`src/sv/uimt_pkg.sv`:
```
// uimt_pkg: shared types and constants for the USB ID match table.
// Used by every module of the block; no dependencies.
`timescale 1ns / 1ps

package uimt_pkg;

  localparam int TABLE_DEPTH_DEF  = 64;
  localparam int MODULE_COUNT_DEF = 64;

  localparam int CMD_W      = 2;
  localparam int SLOT_W     = 6;
  localparam int MOD_W      = 6;
  localparam int MASK_W     = 10;
  localparam int VP_W       = 32;
  localparam int REL_W      = 16;
  localparam int TRIPLE_W   = 24;
  localparam int CNT_W      = 7;
  localparam int CFG_IDX_W  = 2;
  localparam int CFG_DATA_W = 7;

  // match_mask bit positions
  localparam int MB_VENDOR   = 0;
  localparam int MB_PRODUCT  = 1;
  localparam int MB_REL_LO   = 2;
  localparam int MB_REL_HI   = 3;
  localparam int MB_DEV_CLS  = 4;
  localparam int MB_DEV_SUB  = 5;
  localparam int MB_DEV_PRO  = 6;
  localparam int MB_INTF_CLS = 7;
  localparam int MB_INTF_SUB = 8;
  localparam int MB_INTF_PRO = 9;

  typedef enum logic [CMD_W-1:0] {
    CMD_WRITE = 2'd0,
    CMD_QUERY = 2'd1,
    CMD_CLEAR = 2'd2
  } cmd_t;

  typedef enum logic [CFG_IDX_W-1:0] {
    CFG_ENTRY_COUNT  = 2'd0,
    CFG_CHECK_MODE   = 2'd1,
    CFG_CHECK_MODULE = 2'd2
  } cfg_reg_t;

  typedef enum logic [1:0] {
    ST_IDLE,
    ST_WALK,
    ST_FLUSH
  } walk_state_t;

  typedef struct packed {
    logic [MASK_W-1:0]   mask;
    logic [VP_W-1:0]     vp;
    logic [REL_W-1:0]    rlo;
    logic [REL_W-1:0]    rhi;
    logic [TRIPLE_W-1:0] dev;
    logic [TRIPLE_W-1:0] intf;
    logic [MOD_W-1:0]    mod_num;
  } entry_t;

  typedef struct packed {
    logic [VP_W-1:0]     vp;
    logic [REL_W-1:0]    bcd;
    logic [TRIPLE_W-1:0] dev;
    logic [TRIPLE_W-1:0] intf;
  } query_t;

  typedef struct packed {
    logic [CNT_W-1:0] entry_count;
    logic             check_mode;
    logic [MOD_W-1:0] check_module;
  } cfg_t;

  typedef struct packed {
    logic [MOD_W-1:0] found_module;
    logic             has_module;
    logic             check_hit;
    logic             last;
  } result_t;

endpackage

```
`src/sv/uimt_match.sv`:
```
// uimt_match: compare unit, tests one table entry against the query.
// Depends on uimt_pkg (entry_t, query_t, mask bit positions).
`timescale 1ns / 1ps

module uimt_match (
  input  uimt_pkg::entry_t ent,
  input  uimt_pkg::query_t qry,
  output logic             hit
);
  import uimt_pkg::*;

  logic vendor_ok, product_ok, rlo_ok, rhi_ok;
  logic dev_ok, intf_ok;

  always_comb begin
    vendor_ok  = !ent.mask[MB_VENDOR]  || (ent.vp[31:16] == qry.vp[31:16]);
    product_ok = !ent.mask[MB_PRODUCT] || (ent.vp[15:0] == qry.vp[15:0]);
    rlo_ok     = !ent.mask[MB_REL_LO]  || (ent.rlo <= qry.bcd);
    rhi_ok     = !ent.mask[MB_REL_HI]  || (ent.rhi >= qry.bcd);
    dev_ok     = (!ent.mask[MB_DEV_CLS] || (ent.dev[23:16] == qry.dev[23:16])) &&
                 (!ent.mask[MB_DEV_SUB] || (ent.dev[15:8]  == qry.dev[15:8]))  &&
                 (!ent.mask[MB_DEV_PRO] || (ent.dev[7:0]   == qry.dev[7:0]));
    intf_ok    = (!ent.mask[MB_INTF_CLS] || (ent.intf[23:16] == qry.intf[23:16])) &&
                 (!ent.mask[MB_INTF_SUB] || (ent.intf[15:8]  == qry.intf[15:8]))  &&
                 (!ent.mask[MB_INTF_PRO] || (ent.intf[7:0]   == qry.intf[7:0]));
    hit = vendor_ok && product_ok && rlo_ok && rhi_ok && dev_ok && intf_ok;
  end

endmodule

```
`config.mk`:
```
export PLATFORM = sky130hd
export DESIGN_NAME = uimt_match
export DESIGN_NICKNAME = d
export VERILOG_FILES = /design/src/sv/uimt_pkg.sv /design/src/sv/uimt_match.sv
export SDC_FILE = /design/constraint.sdc
export NUM_CORES = 1
export LEC_CHECK = 0
export ABC_AREA = 1
export BUFFER_PORTS_ARGS = -buffer_cell sky130_fd_sc_hd__buf_2
export CELL_PAD_IN_SITES_DETAIL_PLACEMENT = 0
export CELL_PAD_IN_SITES_GLOBAL_PLACEMENT = 1
export CORE_MARGIN = 5
export CORE_UTILIZATION = 19
export DETAILED_ROUTE_END_ITERATION = 7
export GPL_TIMING_DRIVEN = 0
export PLACE_DENSITY = 0.77
export SKIP_LAST_GASP = 1
export SLEW_MARGIN = 15
export SYNTH_ARGS = -nofsm -noshare
export SYNTH_HDL_FRONTEND = slang
export SYNTH_SLANG_ARGS = --single-unit
```
`constraint.sdc`:
```
create_clock -name vclk -period 1.2
set_input_delay 0.12 -clock vclk [all_inputs]
set_output_delay 0.12 -clock vclk [all_outputs]
set_load 0.02 [all_outputs]
```
# After elaboration in Yosys (flattened, before gate mapping)
# Cells that the tools add are included.
# totals
ram_bits	0
ff_bits	0
output_inout_bits	1
latch_bits	0
mem_count	0
in_bits	224
wordCells	39
mem_bits_ro	0
# classes
reduce_logical	29
n_addsub	0
shift	0
mul	0
mux	0
n_eq_ne	8
bitwise_logic	0
order_cmp	2
div	0
# ops
operator	n
8-bit equality test	6
16-bit equality test	2
16-bit greater-or-equal comparator	1
16-bit <= comparator	1
1-bit zero test	10
1-bit logical OR	10
1-bit logical AND	9

# Longest topological paths before layout
# depth
depth_word	7
ltp_mapped	13
ltp_nobuf	13

# Worst setup path before layout
# Ideal clock, no wire load.
# synth_path
path_kind	input port to output port
start	input port qry[55] (netlist bit)
end	output port hit
path_stages	9
path_buffers	0
arrival_time_ns	1.299
path_slack_ns	-0.219
t_required_ns	1.080
path_cell_list	inv_1 > ha_1 > nand2_1 > nor2_1 > nor3b_1 > nand2_1 > nand4_1 > nand4_1 > nor2_1
# synth_via
elab_chain_len	6
elab_cells_between_ends	8
cone_classes	2 x order compare; 6 x reduce/logical
# synth_lines
element	line	rtl
from (decl)	uimt_match.sv:7	input uimt_pkg::query_t qry,
16-bit <= comparator	uimt_match.sv:18	rlo_ok = !ent.mask[MB_REL_LO] || (ent.rlo <= qry.bcd);
1-bit logical OR	uimt_match.sv:18	
1-bit logical AND	uimt_match.sv:26	hit = vendor_ok && product_ok && rlo_ok && rhi_ok && dev_ok && intf_ok;
1-bit logical AND * (3 in a row)	uimt_match.sv:26	
to (decl)	uimt_match.sv:8	output logic hit
# Every way passes the cells marked *; elsewhere a longest branch is shown, timed or not.

# Final worst setup path
# Ends and elaborated chain as after synthesis.

==> impl_results.md <==
- Total track usage: between 10% and 20%
- Core area: between 0.01 and 0.015 mm2
- Internal Power: 0.000611 W
- Adder-Cell Fraction of Synth Area: 18.2%
- Worst path bufs/invs: 3
- Setup TNS: -0.429 ns
- Overall power: between 0.001 and 0.0015 W
- RSZ-0062 raised after global routing: yes
- Post-Synth Simple-Gate Area: 47.5%
- Vias in the first global route: between 2,000 and 3,000
- CP cell instances: buf_2 > inv_2 > ha_1 > a21oi_1 > o21a_1 > nand2_1 > nand2_1 > nand2_1 > nand2_1 > nand4_1 > nor2_4 > buf_6
- DR pass1 iterations: 3
- Hpwl dp: 7880 um
- Seq/Total Area, Yosys: 0%
- Worst Setup SP: qry[55]
- Worst Hold Class: in -> out
- Hold path start: ent[126]
- Period utilisation layout: 136%
- Yosys top cell area share: 27.4%
- DR iter-0 viols: 75
- Crit-path max FO: 2
- Synth Area in Compound Gates: 5.56%
- Data required, critical path: about 1.1 ns
- Status: finished with violations
- Clock share of power: 0%
- Violated checks: negative setup slack
- NumNets Final: 922
- Yosys Warn Count: 0
- Util after Layout: 33.6%
- Final WS setup: -0.429 ns
- Final Max Tran Viols: 0
- Worst-Margin Slew: 0.267 ns
- Dominant cells by area after synthesis: nand2_1 (27%), ha_1 (18%), inv_1 (16%), nor2_1 (13%), xnor2_1 (6.4%)
- GR Overflow Total: 0
- Cell area after synthesis: around 0.0022 mm2
- Synth area leader: nand2_1
- Num rows: 39
- First-pass GRT wire length: 13,300 um
- Max Cap Viol: 0
- Synth Area in XOR/XNOR: roughly an eighth
- Initial antenna violation count: 0
- Fmax: 0.614 GHz
- Mux contribution to synthesized area: 0%
- Fin. Hold Viols: 0
- WL/cell: 10.6 um
- Post-Syn Instances: 445
- Ant. Diodes: 0
- Max IR drop VDD: 0.113 mV
- CTS Hold Bufs: 0
- Post-route DRC: 0
- Largest net degree at the start of global routing: 4
- Synthesized area per cell: 4.96 um2
- Final setup vio count: 1
- Critical path type: in -> out
- Vias: 3,107
- Initial Utilization: 19.3%
- CP max stage cell: ha_1
- Switch share: 46.5%
- Gate power share: between 90% and 100%
- Num sequential: 0
- Critical Path End Type: output pin
- Syn_nets: 701
- Main combinational cell family by area after synthesis: simple AND/OR/NAND/NOR gates
- Crit path launch type: input pin
- Top Ports: 225
- Layout cells sized above 1: 41.4%
- Die ar.: 0.0139 mm2
- Max incr delay on CP: roughly 0.28 ns
- Post-CTS Setup Bufs: 0
- Clock buffers: 0
- Final ANT Viol Nets: 0
- Switch Pwr: 0.000531 W
- Drt total wl: 8540 um
- Reg power frac: 0%
- Die X: about 120 um
- Register area: 0 um2
- Leak: 2.40 nW
- Via density: 3.85
- Crit-path leading delay family: simple AND/OR/NAND/NOR gates
- Area Overhead vs Synth: 73.8%
- GP Congestion: 0.792
- CP Data Arrival Time: between 1.5 and 2 ns
- Most frequent CP cell: nand2_1
- Minimum clock period: approximately 1.6 ns
- PortBufs: 219
- Max-slew headroom: 82.1%
- Power Dens Cells: 298 mW/mm2
- Cell variety after synth: 21
- Die Y: 118 um
==> layout by cell type (no fill, tap or decap), types with 9 or more instances in the layout <==
cell type / instances
ha_4: 15
xor2_1: 15
inv_1: 80
ha_1: 17
nor2_1: 71
nand2_1: 156
buf_2: 208
inv_2: 12
xnor2_1: 15
buf_6: 9
==> power groups by stage <==
stage               registers [W]  clock network (W)  logic (W)
floorplan                       0                  0   0.000514
global placement                0                  0    0.00101
detailed placement              0                  0    0.00102
CTS                             0                  0    0.00108
global route                    0                  0    0.00132
finish                          0                  0    0.00114
==> repair_timing <==
action	4_1_cts	5_1_grt
gates resized for setup	29	35
pin swaps	20	25
endpoints found under the setup margin	1	1
cloned	0	0
==> synth_stat cells <==
| cell | n |
|---|---|
| a211oi_1 | 1 |
| a21boi_0 | 1 |
| a21o_1 | 1 |
| a21oi_1 | 12 |
| clkinv_1 | 1 |
| ha_1 | 32 |
| inv_1 | 96 |
| nand2_1 | 161 |
| nand3_1 | 8 |
| nand4_1 | 5 |
| nor2_1 | 74 |
| nor3_1 | 6 |
| nor3b_1 | 1 |
| o21a_1 | 1 |
| o21ai_0 | 1 |
| o21bai_1 | 2 |
| o22ai_1 | 2 |
| or2_0 | 1 |
| or2_2 | 8 |
| xnor2_1 | 16 |
| xor2_1 | 15 |
==> layout make-up <==
class,instances,area [um2]
tap,143,179
multi-input combinational,348,2100
fill,1341,7580
timing repair buffer,219,1170
inverter,97,379
==> cells by family after synthesis <==
family,after synthesis
AND/OR/NAND/NOR,264
AO/OA/AOI/OAI,21
buffers and inverters,97
adder cells (fa/ha/maj),32
XOR/XNOR,31
==> final timing paths <==
| check | cells past startpoint | to |
|---|---|---|
| worst max-delay path | 12 | hit |
| worst min-delay path | 5 | hit |
==> worst min-delay path: cells and delay by family <==
kind,cells,cell delay [ns]
buf+inv,2,0.19
simple gates,3,0.19
==> per-stage QoR <==
step                hold WS (ns)  instances  worst slack [ns]  cell area [um2]
floorplan                  0.430        445           -0.0952             2250
global placement           0.664        807            -0.526             3530
detailed placement         0.662        807            -0.533             3530
CTS                        0.653        807            -0.444             3670
global route               0.671        807            -0.536             3830
finish                     0.633        807            -0.429             3830
==> metal layers <==
layer  part of all wire (%)  wire length, um  up-vias  track usage (%)
met5                      0                0        -                0
met4                      0                0        0                0
met3                    9.7              826        0             2.69
met2                     51             4330      141             22.3
met1                     40             3390     1208             12.4
li1                       -                -     1758                -
Note: power is estimated with default switching activity, not from simulation.
