<file path="config.mk">
export PLATFORM = sky130hd
export DESIGN_NAME = uimt_walk
export DESIGN_NICKNAME = d
export VERILOG_FILES = /design/src/sv/uimt_pkg.sv /design/src/sv/uimt_walk.sv
export SDC_FILE = /design/constraint.sdc
export NUM_CORES = 1
export LEC_CHECK = 0
export ABC_AREA = 0
export BUFFER_PORTS_ARGS = -buffer_cell sky130_fd_sc_hd__buf_2
export CORE_AREA = 3 3 205 207
export DETAILED_ROUTE_END_ITERATION = 10
export DIE_AREA = 0 0 208 210
export SYNTH_ARGS = -nofsm -noshare
export SYNTH_HDL_FRONTEND = slang
export SYNTH_SLANG_ARGS = --single-unit
</file>
<file path="constraint.sdc">
create_clock -name clk -period 3.9 [get_ports clk]
set_input_delay 0.78 -clock clk [delete_from_list [all_inputs] [get_ports clk]]
set_output_delay 0.78 -clock clk [all_outputs]
set_load 0.02 [all_outputs]
</file>
<file path="src/sv/uimt_pkg.sv">
// uimt_pkg: shared types and constants for the USB ID match table.
// Used by every module of the block; no dependencies.
`timescale 1ns / 1ps

package uimt_pkg;

  localparam int TABLE_DEPTH_DEF  = 64;
  localparam int MODULE_COUNT_DEF = 64;

  localparam int CMD_W      = 2;
  localparam int SLOT_W     = 6;
  localparam int MOD_W      = 6;
  localparam int MASK_W     = 10;
  localparam int VP_W       = 32;
  localparam int REL_W      = 16;
  localparam int TRIPLE_W   = 24;
  localparam int CNT_W      = 7;
  localparam int CFG_IDX_W  = 2;
  localparam int CFG_DATA_W = 7;

  // match_mask bit positions
  localparam int MB_VENDOR   = 0;
  localparam int MB_PRODUCT  = 1;
  localparam int MB_REL_LO   = 2;
  localparam int MB_REL_HI   = 3;
  localparam int MB_DEV_CLS  = 4;
  localparam int MB_DEV_SUB  = 5;
  localparam int MB_DEV_PRO  = 6;
  localparam int MB_INTF_CLS = 7;
  localparam int MB_INTF_SUB = 8;
  localparam int MB_INTF_PRO = 9;

  typedef enum logic [CMD_W-1:0] {
    CMD_WRITE = 2'd0,
    CMD_QUERY = 2'd1,
    CMD_CLEAR = 2'd2
  } cmd_t;

  typedef enum logic [CFG_IDX_W-1:0] {
    CFG_ENTRY_COUNT  = 2'd0,
    CFG_CHECK_MODE   = 2'd1,
    CFG_CHECK_MODULE = 2'd2
  } cfg_reg_t;

  typedef enum logic [1:0] {
    ST_IDLE,
    ST_WALK,
    ST_FLUSH
  } walk_state_t;

  typedef struct packed {
    logic [MASK_W-1:0]   mask;
    logic [VP_W-1:0]     vp;
    logic [REL_W-1:0]    rlo;
    logic [REL_W-1:0]    rhi;
    logic [TRIPLE_W-1:0] dev;
    logic [TRIPLE_W-1:0] intf;
    logic [MOD_W-1:0]    mod_num;
  } entry_t;

  typedef struct packed {
    logic [VP_W-1:0]     vp;
    logic [REL_W-1:0]    bcd;
    logic [TRIPLE_W-1:0] dev;
    logic [TRIPLE_W-1:0] intf;
  } query_t;

  typedef struct packed {
    logic [CNT_W-1:0] entry_count;
    logic             check_mode;
    logic [MOD_W-1:0] check_module;
  } cfg_t;

  typedef struct packed {
    logic [MOD_W-1:0] found_module;
    logic             has_module;
    logic             check_hit;
    logic             last;
  } result_t;

endpackage

</file>
<file path="src/sv/uimt_walk.sv">
// uimt_walk: command sequencer; table writes, query walk, selection marks
// and result register. Depends on uimt_pkg.
`timescale 1ns / 1ps

module uimt_walk #(
  parameter int TABLE_DEPTH  = uimt_pkg::TABLE_DEPTH_DEF,
  parameter int MODULE_COUNT = uimt_pkg::MODULE_COUNT_DEF,
  localparam int AW = (TABLE_DEPTH > 1) ? $clog2(TABLE_DEPTH) : 1
) (
  input  logic                            clk,
  input  logic                            rst_n,
  input  uimt_pkg::cfg_t                  cfg,
  input  logic                            in_valid,
  output logic                            in_stall,
  input  logic [uimt_pkg::CMD_W-1:0]      in_cmd,
  input  logic [uimt_pkg::SLOT_W-1:0]     in_slot,
  input  logic [uimt_pkg::MOD_W-1:0]      in_module_number,
  input  logic [uimt_pkg::MASK_W-1:0]     in_match_mask,
  input  logic [uimt_pkg::VP_W-1:0]       in_vendor_product,
  input  logic [uimt_pkg::REL_W-1:0]      in_release_low,
  input  logic [uimt_pkg::REL_W-1:0]      in_release_high,
  input  logic [uimt_pkg::TRIPLE_W-1:0]   in_device_triple,
  input  logic [uimt_pkg::TRIPLE_W-1:0]   in_interface_triple,
  output logic                            tbl_wr_en,
  output logic [AW-1:0]                   tbl_wr_addr,
  output uimt_pkg::entry_t                tbl_wr_data,
  output logic                            tbl_rd_en,
  output logic [AW-1:0]                   tbl_rd_addr,
  input  uimt_pkg::entry_t                tbl_rd_data,
  output uimt_pkg::query_t                qry,
  input  logic                            match_hit,
  output logic                            out_valid,
  input  logic                            out_stall,
  output uimt_pkg::result_t               out_word
);
  import uimt_pkg::*;

  localparam int IW = $clog2(TABLE_DEPTH + 1);
  localparam int NW = (IW > CNT_W) ? IW : CNT_W;
  localparam int SW = (AW > SLOT_W) ? AW : SLOT_W;
  localparam int MW = (MODULE_COUNT > 1) ? $clog2(MODULE_COUNT) : 1;

  walk_state_t             state_r, state_nxt;
  logic [IW-1:0]           idx_r, idx_nxt;
  logic [IW-1:0]           n_r, n_nxt;
  logic                    dv_r, dv_nxt;
  query_t                  qry_r, qry_nxt;
  logic [MODULE_COUNT-1:0] marks_r, marks_nxt;
  logic                    pend_valid_r, pend_valid_nxt;
  logic [MOD_W-1:0]        pend_mod_r, pend_mod_nxt;
  logic                    hit_r, hit_nxt;
  result_t                 out_r, out_nxt;
  logic                    out_valid_r, out_valid_nxt;

  logic             out_free, out_push;
  result_t          push_word;
  logic [MOD_W-1:0] ent_mod;
  logic [MW-1:0]    mark_idx;
  logic             new_hit, chk_hit, pause;
  logic [SW-1:0]    slot_ext;
  logic [NW-1:0]    ec_ext, depth_ext;

  assign ent_mod   = tbl_rd_data.mod_num;
  assign mark_idx  = ent_mod[MW-1:0];
  assign out_free  = !out_valid_r || !out_stall;
  assign new_hit   = dv_r && match_hit && !cfg.check_mode && !marks_r[mark_idx];
  assign chk_hit   = dv_r && match_hit && cfg.check_mode && (ent_mod == cfg.check_module);
  // a new module found while another is pending must wait until the output register can take the pending one
  assign pause     = new_hit && pend_valid_r && !out_free;
  assign slot_ext  = SW'(in_slot);
  assign ec_ext    = NW'(cfg.entry_count);
  assign depth_ext = NW'(TABLE_DEPTH);

  assign in_stall    = (state_r != ST_IDLE);
  assign tbl_wr_addr = slot_ext[AW-1:0];
  assign tbl_rd_addr = idx_r[AW-1:0];
  assign qry         = qry_r;
  assign out_valid   = out_valid_r;
  assign out_word    = out_r;

  always_comb begin
    tbl_wr_data.mask    = in_match_mask;
    tbl_wr_data.vp      = in_vendor_product;
    tbl_wr_data.rlo     = in_release_low;
    tbl_wr_data.rhi     = in_release_high;
    tbl_wr_data.dev     = in_device_triple;
    tbl_wr_data.intf    = in_interface_triple;
    tbl_wr_data.mod_num = (32'(in_module_number) < MODULE_COUNT) ? in_module_number
                                                                : MOD_W'(MODULE_COUNT - 1);
  end

  always_ff @(posedge clk) begin
    if (!rst_n) begin
      state_r      <= ST_IDLE;
      marks_r      <= '0;
      out_valid_r  <= 1'b0;
      pend_valid_r <= 1'b0;
      dv_r         <= 1'b0;
    end else begin
      state_r      <= state_nxt;
      marks_r      <= marks_nxt;
      out_valid_r  <= out_valid_nxt;
      pend_valid_r <= pend_valid_nxt;
      dv_r         <= dv_nxt;
    end
  end

  always_ff @(posedge clk) begin
    idx_r      <= idx_nxt;
    n_r        <= n_nxt;
    qry_r      <= qry_nxt;
    pend_mod_r <= pend_mod_nxt;
    hit_r      <= hit_nxt;
    out_r      <= out_nxt;
  end

  always_comb begin
    state_nxt      = state_r;
    idx_nxt        = idx_r;
    n_nxt          = n_r;
    dv_nxt         = dv_r;
    qry_nxt        = qry_r;
    marks_nxt      = marks_r;
    pend_valid_nxt = pend_valid_r;
    pend_mod_nxt   = pend_mod_r;
    hit_nxt        = hit_r;
    tbl_wr_en      = 1'b0;
    tbl_rd_en      = 1'b0;
    out_push       = 1'b0;
    push_word      = '0;

    case (state_r)
      ST_IDLE: begin
        if (in_valid) begin
          case (cmd_t'(in_cmd))
            CMD_WRITE: begin
              tbl_wr_en = (32'(in_slot) < TABLE_DEPTH);
            end
            CMD_QUERY: begin
              qry_nxt.vp     = in_vendor_product;
              qry_nxt.bcd    = in_release_low;
              qry_nxt.dev    = in_device_triple;
              qry_nxt.intf   = in_interface_triple;
              n_nxt          = IW'((ec_ext < depth_ext) ? ec_ext : depth_ext);
              idx_nxt        = '0;
              dv_nxt         = 1'b0;
              pend_valid_nxt = 1'b0;
              hit_nxt        = 1'b0;
              state_nxt      = ST_WALK;
            end
            CMD_CLEAR: begin
              marks_nxt = '0;
            end
            default: begin
            end
          endcase
        end
      end
      ST_WALK: begin
        // read slot idx while the previous slot is compared
        if (!pause) begin
          if (new_hit) begin
            marks_nxt[mark_idx] = 1'b1;
            pend_valid_nxt      = 1'b1;
            pend_mod_nxt        = ent_mod;
            if (pend_valid_r) begin
              out_push               = 1'b1;
              push_word.found_module = pend_mod_r;
              push_word.has_module   = 1'b1;
            end
          end
          if (chk_hit) begin
            hit_nxt = 1'b1;
          end
          if (idx_r < n_r) begin
            tbl_rd_en = 1'b1;
            idx_nxt   = IW'(idx_r + 1'b1);
            dv_nxt    = 1'b1;
          end else begin
            dv_nxt    = 1'b0;
            state_nxt = ST_FLUSH;
          end
        end
      end
      ST_FLUSH: begin
        if (out_free) begin
          out_push       = 1'b1;
          push_word.last = 1'b1;
          if (cfg.check_mode) begin
            push_word.check_hit = hit_r;
          end else if (pend_valid_r) begin
            push_word.found_module = pend_mod_r;
            push_word.has_module   = 1'b1;
          end
          pend_valid_nxt = 1'b0;
          state_nxt      = ST_IDLE;
        end
      end
      default: begin
        state_nxt = ST_IDLE;
      end
    endcase

    out_nxt       = out_push ? push_word : out_r;
    out_valid_nxt = out_push ? 1'b1 : (out_valid_r && out_stall);
  end

endmodule

</file>
---- Yosys cells after proc, flatten, opt, wreduce, memory -nomap -nowiden ----
Index checks and enable logic that the tools add are counted.
cells by class
  $add $sub $neg .......................... 1
  multipliers ............................. 0
  div/mod/pow operators ................... 0
  magnitude comparators ................... 4
  equal/unequal tests ..................... 14
  shift-type cells ........................ 0
  multiplexer cells ....................... 50
  bitwise operators ....................... 2
  reduce and logical (&&, ||, !) cells .... 29
operator list
  operator                                             count
  two-way mux 64 bit                                   4
  case mux 64 bit (2 select lines)                     1
  bitwise OR 64 bit                                    1
  two-way mux 7 bit                                    8
  case mux 7 bit (2 select lines)                      2
  two-way mux 1 bit                                    22
  AND reduction 5 bit                                  4
  != test 2 bit, second input constant                 7
  two-way mux 2 bit                                    5
  logical AND 1 bit                                    9
  two-way mux 9 bit                                    1
  AND reduction 3 bit                                  3
  adder 7 x 1 -> 7 bit, second input constant          1
  < comparator 6 x 7 -> 1 bit, second input constant   1
  < comparator 7 bit                                   1
  < comparator 7 bit, second input constant            1
  binary-select mux 1 bit (select 6 bit)               1
  demux 1 bit (select 6 bit)                           1
  equality test 6 bit                                  1
  >= comparator 6 x 1 -> 1 bit, second input constant  1
  case mux 1 bit (2 select lines)                      3
  case mux 2 bit (3 select lines)                      1
  AND reduction 6 bit                                  1
  logical NOT 1 bit                                    5
  10 further kinds                                     15
storage, ports and cells
  bits in registers ....................... 195
  latch bits .............................. 0
  memory bits (writable) .................. 0
  memory bits (read-only) ................. 0
  memories ................................ 0

---- Logic depth before layout (Yosys ltp) ----
Gate-level depths: netlist (run 1).
  depth after elaboration ................. 9
  depth in mapped cells ................... 11
  mapped depth without buffers ............ 8

---- Least setup slack after synthesis (run 1) ----
No wires, ideal clock.
  path kind ............................... input-to-reg
  start point ............................. in in_valid
  end point ............................... reg n_r[0] (enable)
  setup time .............................. 0.457 ns
  arrival time ............................ 3.064 ns
  path slack .............................. 0.380 ns
  stages .................................. 3
  path through ............................ nor2b_1 > nand3_1 > inv_1
on the way
  longest elaborated chain between the ends .. 1
RTL lines
  element                               RTL line          source
  start: declaration                    uimt_walk.sv:13   input logic in_valid,
  AND reduction 3 bit (no source line)  --
  end signal: assignment                uimt_walk.sv:110  n_r <= n_nxt;
  end: declaration                      uimt_walk.sv:45   logic [IW-1:0] n_r, n_nxt;
Every way passes these cells.
A chain may end at the register's enable or synchronous reset.

---- Worst setup path after layout (run 1) ----
  start point ............................. in tbl_rd_data[0] (netlist bit)
  end point ............................... out tbl_rd_en
on the way
  longest elaborated chain between the ends .. 8
RTL lines
  element                                  RTL line          source
  start: declaration                       uimt_walk.sv:29   input uimt_pkg::entry_t tbl_rd_data,
  binary-select mux 1 bit (select 6 bit)   uimt_walk.sv:66   assign new_hit = dv_r && match_hit && !cfg.check_mode && !marks_r[mark_idx];
  two-way mux 1 bit (implied by the code)  uimt_walk.sv:66
  logical NOT 1 bit                        uimt_walk.sv:66
  logical AND 1 bit                        uimt_walk.sv:66
  logical AND 1 bit (2 in series)          uimt_walk.sv:69   assign pause = new_hit && pend_valid_r && !out_free;
  two-way mux 1 bit                        uimt_walk.sv:161  if (!pause) begin
  two-way mux 1 bit                        uimt_walk.sv:132  case (state_r)
  end: declaration                         uimt_walk.sv:27   output logic tbl_rd_en,
Every way passes these cells. The select of a mux whose other input is x is not followed.

==> run_results.csv, run 1 <==
group,metric,value,unit
placement,routabilityCongestion,0.770,
critical_path,cp.depth,9,
finish,seq_area,5160,um2
min_path,hp-start,"marks_r[60]",
critical_path,cp.required,3.12,ns
clocking,clkLatencyLatePin,0.44,ns
flow_run,maxCapViolations,0,
logic_synthesis,seq_area_frac_synth,60.6,%
critical_path,cp-start-kind,"primary input",
critical_path,reg2reg_from,"state_r[1]",
floorplanning,start_util,21.0,%
sta,maxSlewViolCount,0,
detailed_routing,drc,0,
critical_path,reg2reg_depth,7,
sta,hold_viol,0,
detailed_routing,drt.antenna.violating_nets,0,
sta,fin_tns_setup,0,ns
placement,dp.final_hpwl,19.2,mm
sta,fin_ws,0.374,ns
floorplanning,io-pin-count,532,
clocking,cts_sinks,195,
logic_synthesis,synth_top_area_share,44.4,%
critical_path,slowest_stage,"buf_2",
floorplanning,die_width,208,um
critical_path,crit_type,"primary input to output port",
detailed_routing,wl,25.0,mm
critical_path,slowest_delay,0.38,ns
global_route,grt_max_degree,61,
pwr,p_per_area,469,nW/um2
critical_path,path_cells,"buf_2 -> nor2b_1 -> buf_4 -> a221oi_1 -> nor3b_1 -> nand4b_1 -> nor3_4 -> a21boi_0 -> buf_2",
clocking,htree_levels,4,
logic_synthesis,synth_nets,1012,
clocking,postCtsSetupBuffers,0,
sta,max_freq,284,MHz
logic_synthesis,synth_warnings,0,
finish,final_area,10400,um2
placement,preCtsSetupSlack,0.349,ns
min_path,whs_path_depth,2,
placement,place_inst,1434,
detailed_routing,wl_per_cell,17.1,um
sta,fin_skew,0.0108,ns
logic_synthesis,async_flop_share,0,%
sta,rsz0062_at_grt,"false",
sta,finalSetupViolCount,0,
critical_path,critical_path_buf_inv_count,3,
global_route,grt_pass1_wl,35.2,mm
finish,nets,1216,
logic_synthesis,synth-seq-cells,195,
finish,fillers,4346,
floorplanning,num_rows,74,
sta,period_share,90.4,%
finish,final_common_cell,"buf_2",
logic_synthesis,syn_inst,717,
clocking,clk_path_buf_depth,2,
clocking,clkSlewWorstSetupHoldPaths,0.07,ns
critical_path,crit_top_cell,"buf_2",
pwr,irDropWorstVdd,0.413,mV
finish,finalNonFillerCells,1465,
critical_path,reg2reg_to,"marks_r[48]",
critical_path,crit_fanout,23,
finish,drive_gt1_share,43.0,%
sta,tightest_slew,0.649,ns
placement,portBuffers,333,
placement,place_area,9840,um2
min_path,min_to,"marks_r[60]",
finish,final_cell_mix,"buf_2, edfxtp_1, nand2_1, dfxtp_1, o21ai_0",
detailed_routing,drtIter0Drc,370,
global_route,grt-ovfl-total,0,
min_path,hold_class,"flop to flop",
clocking,numCtsBuffers,17,
critical_path,end_kind,"output port",
floorplanning,core,40600,um2
logic_synthesis,synth-main-ff-cell,"edfxtp_1",
finish,n_antenna_cell,0,
clocking,postCtsHoldBufs,0,
clocking,cts_tree,"built",
clocking,cts_root_buf,"clkbuf_16",
global_route,antenna_found_initial,0,
detailed_routing,vias,5936,
sta,relSlewSlack,56.7,%
detailed_routing,viasPerCell,4.05,
critical_path,cpLargestDelayFamily,"simple AND/OR/NAND/NOR gates",
global_route,grt_pass1_vias,5673,
logic_synthesis,synth_edf_count,126,
global_route,grt_usage,10.8,%
logic_synthesis,ys_types,56,
pwr,leakagePower,4.13,nW
detailed_routing,drtPass1Iterations,5,
logic_synthesis,avgSynthCellArea,11.9,um2
logic_synthesis,syn_area,8520,um2
critical_path,cp.arrival,2.75,ns
sta,finalCriticalPeriod,3.53,ns
logic_synthesis,synth_area_leaders,"edfxtp_1, dfxtp_1, buf_4",
critical_path,reg2reg_slack,1.23,ns
floorplanning,die_h,210,um
finish,area_growth_syn_to_layout,22.3,%
floorplanning,dieArea,43700,um2
finish,multi_input_area,2100,um2
logic_synthesis,yosysTopAreaCell,"edfxtp_1",
clocking,post_cts_resized,0,
status,status,"finished clean",
==> area by class of cell <==
cell class | instances | share of cell area, %
flip-flops and latches | 195 | 49.6
well taps | 532 | 6.39
multi-input cells | 334 | 20.2
clock buffers | 20 | 4.40
clock inverters | 11 | 1.09
inverters | 20 | 0.745
repair buffers | 353 | 17.6
==> tightest hold or removal path: stages (launching register included) <==
cell and delay, ns:
dfxtp_1 0.31, nand2_1 0.05, o21ai_1 0.05
==> logic make-up (layout without fill, tap and decap cells) <==
group / count (synthesis) / count (layout) / synth area share (%)
xor gates and xnor gates: 11 / 11 / 1.13
adders and majority gates: 12 / 12 / 1.76
AOI/OAI and AO/OA: 124 / 124 / 8.81
and+or+nand+nor: 169 / 169 / 10.9
muxes: 18 / 18 / 2.12
buffers and inverters: 188 / 404 / 14.7
DFF: 195 / 195 / 60.6
==> per-layer routing <==
| layer | GRT usage [%] | wire length, um |
|---|---|---|
| met1 | 14.0 | 10900 |
| met2 | 15.9 | 11400 |
| met3 | 5.15 | 2300 |
| met4 | 3.53 | 422 |
| met5 | 0 | 0 |
==> per-stage QoR <==
| stage | power, mW | hold slack (ns) | util, % |
|---|---|---|---|
| final | 4.89 | 0.448 | 25.7 |
| after global routing | 5.10 | 0.477 | 25.7 |
| after CTS | 4.96 | 0.450 | 25.7 |
| after detailed placement | 3.20 | 0.438 | 24.3 |
| after global placement | 3.19 | 0.427 | 24.3 |
| after floorplan | 3.01 | 0.417 | - |
==> power by group <==
part / total, mW / switching, mW / internal [mW]
clock: 1.74 / 0.857 / 0.879
sequential: 2.37 / 0.0512 / 2.32
combinational: 0.777 / 0.526 / 0.251
total: 4.89 / 1.43 / 3.45
==> synthesized netlist by cell type, types with 6 or more instances <==
cell      count
nand3_1      18
mux2i_1      18
buf_2         9
nor3b_1       6
edfxtp_1    126
nor2b_1      10
clkbuf_1     17
o21ai_1      14
dfxtp_1      69
nor2_1        7
ha_1         12
a21oi_1      12
and2_1        7
buf_4       140
a211oi_1      6
nand3b_1      6
inv_1        20
o21ai_0      55
xor2_1        7
nand2_1      83
==> how the worst max path moves through the flow <==
stage,start,endpoint
global route,tbl_rd_data[0],tbl_rd_en
floorplan,in_valid,n_r[0]
finish,tbl_rd_data[0],tbl_rd_en
detailed placement,tbl_rd_data[0],out_word[5]
CTS,tbl_rd_data[0],tbl_rd_en
global placement,tbl_rd_data[0],tbl_rd_en
==> state kept, by name (all words and copies together) (netlist names), 2 cells and up <==
signal      flops
idx_r           7
marks_r        64
n_r             7
out_word        9
pend_mod_r      6
qry            96
state_r         2
Power figures use the tool's default switching activity.
==> run 2: changes to the inputs <==
--- a/config.mk
+++ b/config.mk
@@ -10,6 +10,7 @@
 export CORE_AREA = 3 3 205 207
 export DETAILED_ROUTE_END_ITERATION = 10
 export DIE_AREA = 0 0 208 210
+export RECOVER_POWER = 25
 export SYNTH_ARGS = -nofsm -noshare
 export SYNTH_HDL_FRONTEND = slang
 export SYNTH_SLANG_ARGS = --single-unit
==> run_results.csv, run 2 (synthesized netlist as in run 1, its figures left out) <==
group,metric,value,unit
status,status,"finished clean",
finish,final_cell_mix,"buf_2, edfxtp_1, nand2_1, dfxtp_1, o21ai_0",
clocking,numCtsBuffers,17,
clocking,postCtsHoldBufs,0,
global_route,antenna_found_initial,0,
detailed_routing,wl,25.0,mm
placement,dp.final_hpwl,19.2,mm
clocking,cts_sinks,195,
critical_path,cp.arrival,2.74,ns
clocking,post_cts_resized,0,
floorplanning,io-pin-count,532,
flow_run,maxCapViolations,0,
sta,hold_viol,0,
finish,drive_gt1_share,37.3,%
global_route,grt_usage,10.8,%
placement,routabilityCongestion,0.770,
critical_path,crit_type,"primary input to output port",
sta,fin_skew,0.0112,ns
pwr,swShare,29.4,%
global_route,grt-ovfl-total,0,
placement,place_inst,1434,
global_route,grt_pass1_wl,35.2,mm
clocking,cts_tree,"built",
detailed_routing,drtPass1Iterations,5,
sta,rsz0062_at_grt,"false",
clocking,clkSlewWorstSetupHoldPaths,0.08,ns
sta,relSlewSlack,47.5,%
placement,place_area,9840,um2
critical_path,crit_fanout,23,
floorplanning,dieArea,43700,um2
detailed_routing,vias,5937,
pwr,p_int,3.44,mW
pwr,p_per_area,471,nW/um2
pwr,clock_power_share,35.6,%
finish,nets,1216,
sta,finalSetupViolCount,0,
sta,tightest_slew,0.788,ns
sta,fin_tns_setup,0,ns
critical_path,crit_top_cell,"buf_2",
pwr,power_frac_comb,15.8,%
floorplanning,num_rows,74,
finish,seq_area,5160,um2
clocking,htree_levels,4,
clocking,postCtsSetupBuffers,0,
finish,area_growth_syn_to_layout,21.5,%
floorplanning,core,40600,um2
clocking,cts_root_buf,"clkbuf_16",
finish,largest_reg_flops,96,
finish,n_antenna_cell,0,
critical_path,cp.required,3.12,ns
sta,finalCriticalPeriod,3.52,ns
critical_path,slowest_stage,"buf_2",
sta,max_freq,284,MHz
critical_path,cpLargestDelayFamily,"simple AND/OR/NAND/NOR gates",
finish,final_common_cell,"buf_2",
floorplanning,die_h,210,um
global_route,grt_max_degree,61,
min_path,hold_class,"flop to flop",
detailed_routing,drtIter0Drc,389,
pwr,leakagePower,3.98,nW
clocking,clkLatencyLatePin,0.44,ns
critical_path,cp-start-kind,"primary input",
detailed_routing,drt.antenna.violating_nets,0,
clocking,clk_path_buf_depth,2,
sta,maxSlewViolCount,0,
detailed_routing,viasPerCell,4.05,
finish,final_area,10300,um2
critical_path,slowest_delay,0.37,ns
pwr,irDropWorstVdd,0.413,mV
floorplanning,start_util,21.0,%
sta,period_share,90.3,%
critical_path,critical_path_buf_inv_count,3,
detailed_routing,drc,0,
pwr,p_sw,1.43,mW
placement,portBuffers,333,
critical_path,end_kind,"output port",
detailed_routing,wl_per_cell,17.1,um
pwr,seqPwrFrac,48.6,%
global_route,grt_pass1_vias,5673,
finish,multi_input_area,2100,um2
finish,fillers,4379,
pwr,total_power,4.88,mW
floorplanning,die_width,208,um
critical_path,path_cells,"buf_2 -> nor2b_1 -> buf_4 -> a221oi_1 -> nor3b_1 -> nand4b_1 -> nor3_4 -> a21boi_0 -> buf_2",
finish,finalNonFillerCells,1465,
-- run 2: cell types whose count changed in the layout (fill, tap and decap cells not counted) --
cell / change
buf_1: +1
and2_1: -4
buf_2: -53
and2_0: +4
clkbuf_1: +52
-- run 2: power groups by stage --
stage	registers, mW	clock network, mW	logic, mW
2_1_floorplan	2.50	0	0.506
3_3_place_gp	2.42	0	0.776
3_5_place_dp	2.42	0	0.784
4_1_cts	2.37	1.80	0.786
5_1_grt	2.38	1.87	0.832
6_report	2.37	1.74	0.770
-- run 2: worst paths after layout --
| check | depth (start not counted) | slack, ns | to | startpoint |
|---|---|---|---|---|
| worst max-delay path | 9 | 0.38 | tbl_rd_en | tbl_rd_data[0] |
| worst min-delay path | 2 | 0.45 | marks_r[38] | marks_r[38] |
| worst max register to register | 9 | 1.24 | out_word[3] | marks_r[40] |
| worst min register to register | 2 | 0.45 | marks_r[38] | marks_r[38] |
-- run 2: tightest hold or removal path, delay by kind of cell (launching register included) --
kind,cells,cell delay [ns]
AOI/OAI and AO/OA,1,0.05
DFF,1,0.31
and+or+nand+nor,1,0.05
-- run 2: final cells by class --
cell class                      count  share of cell area (%)
Clock buffer                       20                    4.43
Clock inverter                     11                    1.10
Inverter                           20                   0.750
Multi-Input combinational cell    334                    20.3
Sequential cell                   195                    49.9
Tap cell                          532                    6.43
Timing Repair Buffer              353                    17.0
-- run 2: layer usage --
metal	up-vias	global-route usage (%)	part of all wire [%]
met2	250	15.9	46
met1	2870	14.0	43
met3	25	5.15	9.6
met5	-	0	0
li1	2792	-	-
met4	0	3.53	1.7
-- run 2: per-stage QoR --
stage                     setup WS, ns  hold slack [ns]  utilization [%]
final                            0.377            0.448             25.5
after global routing             0.224            0.478             25.5
after CTS                        0.364            0.450             25.7
after detailed placement         0.349            0.438             24.3
after global placement           0.348            0.427             24.3
after floorplan                  0.380            0.417                -
